--- src/sv/esdr_pkg.sv ---
package esdr_pkg;

  // Kind of input transaction, carried on s_axis_tuser
  typedef enum logic [1:0] {
    ACT_PIN_A = 2'd0,
    ACT_PIN_B = 2'd1,
    ACT_TICK  = 2'd2,
    ACT_NONE  = 2'd3
  } action_e;

  // Encoder arming flags
  typedef struct packed {
    logic ccw;
    logic cw;
  } arm_t;

  localparam int unsigned SCALE_W     = 12;
  localparam int unsigned MEAS_W      = 16;
  localparam int unsigned IN_DATA_W   = 24;
  localparam int unsigned ACTION_W    = 2;
  localparam int unsigned CFG_ADDR_W  = 2;
  localparam int unsigned CFG_DATA_W  = 32;

  localparam logic [SCALE_W-1:0]    SCALE_RESET    = 12'd1000;
  localparam int unsigned           DRIVE_RESET    = 600;
  localparam logic [CFG_ADDR_W-1:0] ADDR_SCALE     = 2'd0;

endpackage

--- src/sv/esdr_step.sv ---
module esdr_step
  import esdr_pkg::*;
#(
  parameter int unsigned DAC_BITS      = 12,
  parameter int unsigned SETPOINT_BITS = 8
) (
  input  action_e                   action_i,
  input  logic                      pin_a_i,
  input  logic                      pin_b_i,
  input  logic [MEAS_W-1:0]         meas_i,
  input  logic [SCALE_W-1:0]        scale_i,
  input  arm_t                      arm_i,
  input  logic [SETPOINT_BITS-1:0]  setpoint_i,
  input  logic [DAC_BITS-1:0]       drive_i,
  output arm_t                      arm_o,
  output logic [SETPOINT_BITS-1:0]  setpoint_o,
  output logic [DAC_BITS-1:0]       drive_o
);

  localparam int unsigned ProdW = SETPOINT_BITS + SCALE_W;
  localparam logic [SETPOINT_BITS-1:0] SpMax = '1;
  localparam logic [DAC_BITS-1:0]      DacMax = '1;

  logic [ProdW-1:0] target;
  logic [ProdW-1:0] meas_ext;
  logic             below;
  logic             above;

  assign target   = ProdW'(setpoint_i) * ProdW'(scale_i);
  assign meas_ext = ProdW'(meas_i);
  assign below    = meas_ext < target;
  assign above    = meas_ext > target;

  always_comb begin
    arm_o      = arm_i;
    setpoint_o = setpoint_i;
    drive_o    = drive_i;
    unique case (action_i)
      ACT_PIN_A: begin
        if (!pin_a_i && pin_b_i) begin
          arm_o.ccw = 1'b1;
        end
        // detent complete: step down, saturate at zero
        if (arm_i.cw && !pin_a_i && !pin_b_i) begin
          arm_o = '0;
          if (setpoint_i != '0) begin
            setpoint_o = setpoint_i - SETPOINT_BITS'(1);
          end
        end
      end
      ACT_PIN_B: begin
        if (pin_a_i && !pin_b_i) begin
          arm_o.cw = 1'b1;
        end
        if (arm_i.ccw && !pin_a_i && !pin_b_i) begin
          arm_o = '0;
          if (setpoint_i != SpMax) begin
            setpoint_o = setpoint_i + SETPOINT_BITS'(1);
          end
        end
      end
      ACT_TICK: begin
        if (below && drive_i != DacMax) begin
          drive_o = drive_i + DAC_BITS'(1);
        end else if (above && drive_i != '0) begin
          drive_o = drive_i - DAC_BITS'(1);
        end
        if (setpoint_i == '0) begin
          drive_o = '0;
        end
      end
      default: begin
      end
    endcase
  end

endmodule

--- src/sv/encoder_setpoint_dac_step_regulator_top.sv ---
// Encoder-set current regulator. Each input transaction is an encoder edge
// (tuser 0: pin A, 1: pin B) or a control tick (tuser 2) with the measured
// current in mA; every transaction gives exactly one result carrying the DAC
// drive code and the setpoint after the update. Encoder detents step the
// setpoint up or down, saturating at its range; a tick moves the drive code
// one step towards setpoint * setpoint_scale_ma (APB register at address 0,
// reset 1000) and forces it to zero while the setpoint is zero. The drive
// code comes out of reset at 600. One transaction is accepted every cycle
// while the output is not stalled; the input register loads at the accepting
// edge and the state/result register when that transaction advances.
// A stalled output holds the input stage too.
module encoder_setpoint_dac_step_regulator_top
  import esdr_pkg::*;
#(
  parameter int unsigned DAC_BITS      = 12,
  parameter int unsigned SETPOINT_BITS = 8
) (
  input  logic                   clk_i,
  input  logic                   rst_ni,
  // slave side
  input  logic                   s_axis_tvalid,
  output logic                   s_axis_tready,
  // [0] pin_a_level, [1] pin_b_level, [17:2] measured_ma, [23:18] zero
  input  logic [IN_DATA_W-1:0]   s_axis_tdata,
  // [1:0] action
  input  logic [ACTION_W-1:0]    s_axis_tuser,
  // master side
  output logic                   m_axis_tvalid,
  input  logic                   m_axis_tready,
  // [DAC_BITS-1:0] dac_code, then setpoint_steps, zero padding above
  output logic [((DAC_BITS+SETPOINT_BITS+7)/8)*8-1:0] m_axis_tdata,
  // configuration
  input  logic                   psel,
  input  logic                   penable,
  input  logic                   pwrite,
  input  logic [CFG_ADDR_W-1:0]  paddr,
  input  logic [CFG_DATA_W-1:0]  pwdata,
  output logic [CFG_DATA_W-1:0]  prdata,
  output logic                   pready
);

  localparam int unsigned OutW = ((DAC_BITS + SETPOINT_BITS + 7) / 8) * 8;
  localparam logic [DAC_BITS-1:0] DriveReset = DAC_BITS'(DRIVE_RESET);

  logic [SCALE_W-1:0]       scale_q;

  logic                     in_valid_q;
  action_e                  in_action_q;
  logic                     in_a_q;
  logic                     in_b_q;
  logic [MEAS_W-1:0]        in_meas_q;

  logic                     out_valid_q;
  logic                     out_valid_d;
  arm_t                     arm_q;
  arm_t                     arm_d;
  logic [SETPOINT_BITS-1:0] sp_q;
  logic [SETPOINT_BITS-1:0] sp_d;
  logic [DAC_BITS-1:0]      drive_q;
  logic [DAC_BITS-1:0]      drive_d;

  logic                     advance;
  logic                     in_take;
  logic                     cfg_wr;

  // configuration register
  assign pready = 1'b1;
  assign cfg_wr = psel && penable && pwrite && (paddr == ADDR_SCALE);
  assign prdata = (paddr == ADDR_SCALE) ? CFG_DATA_W'(scale_q) : '0;

  always_ff @(posedge clk_i or negedge rst_ni) begin
    if (!rst_ni) begin
      scale_q <= SCALE_RESET;
    end else if (cfg_wr) begin
      scale_q <= pwdata[SCALE_W-1:0];
    end
  end

  // handshake: the state registers double as the result register
  assign advance       = in_valid_q && (!out_valid_q || m_axis_tready);
  assign s_axis_tready = !in_valid_q || advance;
  assign in_take       = s_axis_tvalid && s_axis_tready;
  assign m_axis_tvalid = out_valid_q;
  assign m_axis_tdata  = OutW'({sp_q, drive_q});

  always_comb begin
    out_valid_d = out_valid_q;
    if (advance) begin
      out_valid_d = 1'b1;
    end else if (m_axis_tready) begin
      out_valid_d = 1'b0;
    end
  end

  always_ff @(posedge clk_i or negedge rst_ni) begin
    if (!rst_ni) begin
      in_valid_q <= 1'b0;
    end else if (s_axis_tready) begin
      in_valid_q <= s_axis_tvalid;
    end
  end

  always_ff @(posedge clk_i) begin
    if (in_take) begin
      in_action_q <= action_e'(s_axis_tuser);
      in_a_q      <= s_axis_tdata[0];
      in_b_q      <= s_axis_tdata[1];
      in_meas_q   <= s_axis_tdata[MEAS_W+1:2];
    end
  end

  esdr_step #(
    .DAC_BITS      (DAC_BITS),
    .SETPOINT_BITS (SETPOINT_BITS)
  ) u_step (
    .action_i   (in_action_q),
    .pin_a_i    (in_a_q),
    .pin_b_i    (in_b_q),
    .meas_i     (in_meas_q),
    .scale_i    (scale_q),
    .arm_i      (arm_q),
    .setpoint_i (sp_q),
    .drive_i    (drive_q),
    .arm_o      (arm_d),
    .setpoint_o (sp_d),
    .drive_o    (drive_d)
  );

  always_ff @(posedge clk_i or negedge rst_ni) begin
    if (!rst_ni) begin
      out_valid_q <= 1'b0;
      arm_q       <= '0;
      sp_q        <= '0;
      drive_q     <= DriveReset;
    end else begin
      out_valid_q <= out_valid_d;
      if (advance) begin
        arm_q   <= arm_d;
        sp_q    <= sp_d;
        drive_q <= drive_d;
      end
    end
  end

`ifndef NO_ASSERTIONS
  a_free_out_takes_input: assert property (@(posedge clk_i) disable iff (!rst_ni)
    !out_valid_q |-> s_axis_tready)
    else $error("input stalled while result register empty");

  a_advance_gives_result: assert property (@(posedge clk_i) disable iff (!rst_ni)
    advance |=> out_valid_q)
    else $error("processed transaction produced no result");

  a_setpoint_single_step: assert property (@(posedge clk_i) disable iff (!rst_ni)
    advance |=> (sp_q == $past(sp_q) || sp_q == $past(sp_q) + SETPOINT_BITS'(1)
                 || sp_q == $past(sp_q) - SETPOINT_BITS'(1)))
    else $error("setpoint moved by more than one step");

  a_drive_single_step: assert property (@(posedge clk_i) disable iff (!rst_ni)
    advance |=> (drive_q == '0 || drive_q == $past(drive_q)
                 || drive_q == $past(drive_q) + DAC_BITS'(1)
                 || drive_q == $past(drive_q) - DAC_BITS'(1)))
    else $error("drive code jumped");
`endif

endmodule

--- config.mk ---
export PLATFORM = sky130hd
export DESIGN_NAME = encoder_setpoint_dac_step_regulator_top
export DESIGN_NICKNAME = d
export VERILOG_FILES = /design/src/sv/esdr_pkg.sv /design/src/sv/esdr_step.sv /design/src/sv/encoder_setpoint_dac_step_regulator_top.sv
export SDC_FILE = /design/constraint.sdc
export NUM_CORES = 1
export LEC_CHECK = 0
export BUFFER_PORTS_ARGS = -buffer_cell sky130_fd_sc_hd__buf_2
export CAP_MARGIN = 0
export CORE_MARGIN = 5
export CORE_UTILIZATION = 60
export DETAILED_ROUTE_END_ITERATION = 10
export MAX_ROUTING_LAYER = met4
export PLACE_DENSITY = 0.86
export SLEW_MARGIN = 20
export SYNTH_ARGS = -nofsm -noshare
export SYNTH_HDL_FRONTEND = slang
export SYNTH_SLANG_ARGS = --single-unit
--- constraint.sdc ---
create_clock -name clk_i -period 14.7 [get_ports clk_i]
set_clock_uncertainty 0.05 [all_clocks]
set_input_delay 3.675 -clock clk_i [delete_from_list [all_inputs] [get_ports clk_i]]
set_output_delay 3.675 -clock clk_i [all_outputs]
set_load 0.05 [all_outputs]
Word level (Yosys, flattened, before mapping):

Index checks and enable logic that the tools add are counted.

* add/sub/neg operators: 4
* $mul: 1
* order comparisons: 2
* equal/unequal tests: 10
* mux-type cells: 16
* reductions and logical operators: 31

Operators with widths (count)
* two-way mux 12 bit: 4
* two-way mux 8 bit: 4
* > comparator 16 x 20 -> 1 bit: 1
* < comparator 16 x 20 -> 1 bit: 1
* multiplier 8 x 12 -> 20 bit: 1
* case mux 8 bit (2 select lines): 1
* logical AND 1 bit: 13
* adder 12 x 1 -> 12 bit, second input constant: 1
* inequality test 12 bit, second input constant: 1
* nonzero test 12 bit: 1
* subtractor 12 x 1 -> 12 bit, second input constant: 1
* adder 8 x 1 -> 8 bit, second input constant: 1
* logical NOT 8 bit: 1
* inequality test 2 x 1 -> 1 bit, second input constant: 4
* inequality test 8 bit, second input constant: 1
* AND reduction 4 bit: 2
* nonzero test 8 bit: 1
* subtractor 8 x 1 -> 8 bit, second input constant: 1
* inequality test 3 x 1 -> 1 bit, second input constant: 2
* AND reduction 6 bit: 1
* logical NOT 1 bit: 4
* logical NOT 2 bit: 2
* two-way mux 1 bit: 4
* two-way mux 2 bit: 2
* other kinds (7): 9

* register bits after elaboration: 56
* input port bits: 67
* output and inout port bits: 59
* word-level logic and storage cells: 75

Longest topological paths before layout:

* word-level depth: 6
* gate-level depth with buffers: 38
* mapped depth without buffers: 37

Modules after synthesis:

A second synthesis with hierarchy kept.

* cells, all modules: 775
* area total of the unflattened synthesis: 7079.3 µm²

Modules (own cells, without submodules)
* esdr_step: instances 1, cells an instance 634, area each 4787.1 µm², seq. area each 0.0 µm²
* encoder_setpoint_dac_step_regulator_top: instances 1, cells an instance 141, area each 2292.2 µm², seq. area each 1514.0 µm²

Worst setup path after synthesis:

OpenSTA, ideal clock, no wires.

* path type: register to register
* from: register sp_q[7]
* to: register drive_q[11]
* library setup time: 0.118 ns
* arrival time: 8.599 ns
* data required time: 14.532 ns
* slack: 5.933 ns
* cell stages (with the launch flop): 36
* buffers on the path: 1
* clock period less this slack: 8.767 ns
* path through: dfrtp_1 > clkbuf_1 > nand2_1 > fa_1 > fa_1 > inv_1 > fa_1 > inv_1 > fa_1 > inv_1 > ha_1 > and3_1 > a221oi_2 > a211oi_1 > a211o_1 > a31oi_1 > xor2_1 > ha_1 > nand4_1 > nor3_1 > a221oi_1 > nand2_1 > o2111ai_1 > o21ai_1 > ha_1 > a21o_1 > a21o_1 > a21oi_1 > o21ai_0 > a21oi_1 > nor2b_1 > o21a_1 > o41ai_1 > xnor2_1 > and3_1 > a21o_1

* cells in the longest elaborated chain, start to end: 5
* elaborated cells between the ends (all ways): 10
* those cells by class: 1 x mul; 2 x order compare; 2 x mux; 5 x reduce/logical

RTL lines
* from (decl): RTL line encoder_setpoint_dac_step_regulator_top.sv:57 `logic [SETPOINT_BITS-1:0] sp_q;`
* from (signal assigned): RTL line encoder_setpoint_dac_step_regulator_top.sv:139 `sp_q <= sp_d;`
* multiplier 8 x 12 -> 20 bit: RTL line esdr_step.sv:29 `assign target = ProdW'(setpoint_i) * ProdW'(scale_i);`
* > comparator 16 x 20 -> 1 bit or < comparator 16 x 20 -> 1 bit (tied branches): RTL line esdr_step.sv:32, esdr_step.sv:31
* logical AND 1 bit, on equally long branches: RTL line esdr_step.sv:65, esdr_step.sv:63
* nonzero test 3 bit (no line) or two-way mux 12 bit (tied branches)
* AND reduction 3 bit (no line) or two-way mux 12 bit (tied branches)
* to (signal assigned): RTL line encoder_setpoint_dac_step_regulator_top.sv:134 `drive_q <= DriveReset;`
* to (signal assigned): RTL line encoder_setpoint_dac_step_regulator_top.sv:140 `drive_q <= drive_d;`
* to (decl): RTL line encoder_setpoint_dac_step_regulator_top.sv:59 `logic [DAC_BITS-1:0] drive_q;`

Parallel ways exist; a longest one is shown, timed or not.
A chain may end at the register's enable or synchronous reset.

Final worst setup path:

* from: register sp_q[2]
* to: register drive_q[11]

The elaborated chain is that of the path after synthesis.

==> reports/metrics.cfg <==
[logic_synthesis]
synthCells = 680
ys_seq_area_frac = 0.232
synth_area_leaders = fa_1 (19%), ha_1 (14%), dfrtp_1 (10%)
syn_area_um2 = 6530
synth_top_area_frac = 0.190
ys_seq_elements = 56
avgSynthCellArea_um2 = 9.61
ys.flop_type = dfrtp_1
yosysWarnings = 0
synth_edf_count = 20
synth_cell_types = 49
yosysTopAreaCell = fa_1
ys_async_sr_fraction = 0.643

[critical_path]
crit_path_end_kind = register
r2r-start = sp_q[2]
cp_max_fo = 17
critical-path-max-stage-delay_ns = 0.78
path_buf_inv = 3
crit_required_ns = 14.88
cp.arrival_ns = 9.27
crit_family = compound AO/OA/AOI/OAI gates
timing.critical_path.from_type = register
criticalPathCategory = register to register
critical-path-slowest-cell = dfrtp_1
cp_common_cell = fa_1
crit_start = sp_q[2]

[clock_tree]
cts.clk_slew.worst_paths_ns = 0.11
clock_tree.buffer_depth = 2
clk_latency_ns = 0.33
hold_buffers = 0
cts_buffers = 5
root_buffer = clkbuf_8
clock-sinks = 56
post_cts_buffers = 0
cts_tree = built
cts-resized-gates = 0
cts_htree_levels = 2

[routing]
avgRoutedWirePerCell_um = 15.3
ant_nets = 0
drc = 0
dr.pass1.iters = 5
viasPerCell = 5.55
vias = 4913
drt-initial-drc-count = 256
wirelength_mm = 13.5

[job]
drv_cap = 0

[final_layout]
layout.nets = 947
antenna_cells = 0
layout-drive-gt1-share = 0.161
stdcell_area_um2 = 7020
final_common_cell = inv_1
syn_to_final_growth_pct = 7.41
final_cell_mix = inv_1 (102), and2_1 (91), buf_2 (74)
fillers = 837
utilization = 0.653

[global_routing]
grt_usage = 0.223
grt_start_max_net_pins = 37
grt_pass1_vias = 5225
grt-ovfl-total = 0
grt_pass1_wl_mm = 23.1
grt_antenna_before_repair = 0

[timing]
whs_ns = 0.472
fin_setup_tns_ns = 0
post-route-period-util = 0.618
rsz0062_at_grt = no
final.min_clock_period_ns = 9.08
relSlewSlack = 0.374
drv_slew = 0
setup_viol = 0
finalHoldViolations = 0
fmax_mhz = 110
worst_pin_slew_ns = 0.938

[floorplan]
io_pins = 126
row_count = 38
core_area_um2 = 10700
start_util = 0.608
fp.dieW_um = 114
fp.dieH_um = 114
die_area_um2 = 13100

[hold_path]
hold_start = in_a_q
holdCritPathClass = register to register

[status]
status = completed

[placed_design]
io_buffers = 74
hpwl_mm = 10.8
place_congestion = 0.873
placed_cell_area_um2 = 6920

## metrics by stage
| step | setup slack [ns] | std cells |
|---|---|---|
| floorplan | 5.93 | 703 |
| global route | 5.09 | 886 |
| detailed placement | 5.78 | 878 |
| CTS | 5.73 | 886 |
| global placement | 6.09 | 878 |
| finish | 5.62 | 886 |
## final timing paths
check                                   end  slack, ns  depth (start not counted)
min in group asynchronous        drive_q[2]       3.37                          1
worst min-delay path               arm_q[0]       0.47                          1
worst min register to register     arm_q[0]       0.47                          1
worst max register to register  drive_q[11]       5.62                         34
worst max-delay path            drive_q[11]       5.62                         34
max in group asynchronous        scale_q[1]      10.69                          1
## final cells by class
cell class / instances / area, um2 / area share
Clock inverter: 3 / 25.0 / 0.00357
Inverter: 102 / 383 / 0.0546
Tap cell: 140 / 175 / 0.0250
Multi-Input combinational cell: 504 / 4470 / 0.636
Clock buffer: 5 / 68.8 / 0.00981
Sequential cell: 56 / 1510 / 0.216
Timing Repair Buffer: 76 / 385 / 0.0549
## metal layers
layer | track usage | share of wire | up-vias
li1 | - | - | 2309
met1 | 0.257 | 0.39 | 2437
met2 | 0.395 | 0.55 | 125
met3 | 0.0248 | 0.032 | 42
met4 | 0.0911 | 0.030 | 0
met5 | - | 0 | -
## cell usage after synthesis (14+ instances only)
master    count
dfrtp_1      26
ha_1         73
nand2_1      37
fa_1         62
edfxtp_1     20
o21ai_0      18
nor2_1       26
xnor2_1      16
inv_1       102
mux2_2       23
a21o_1       17
xor2_1       14
a21oi_1      22
and2_1       91
buf_4        25
## state kept, by name (all words and copies together), names as in the netlist
register / flops
in_meas_q: 16
drive_q: 12
scale_q: 12
sp_q: 8
arm_q: 2
in_action_q: 2
in_a_q: 1
in_b_q: 1
in_valid_q: 1
m_axis_tvalid: 1
## cells by family (layout without fill, tap and decap cells)
family / Yosys count / count (layout) / synth area share
buffers and inverters: 143 / 186 / 0.0979
AOI/OAI and AO/OA: 84 / 84 / 0.0869
muxes: 24 / 24 / 0.0414
adders and majority gates: 135 / 135 / 0.330
other: 2 / 25 / 0.00115
DFF: 56 / 56 / 0.232
and+or+nand+nor: 206 / 206 / 0.171
xor gates and xnor gates: 30 / 30 / 0.0402
Power is left out: the tool's default activity adds up to more than one toggle a clock period on the data nets, which glitch-free logic cannot reach.
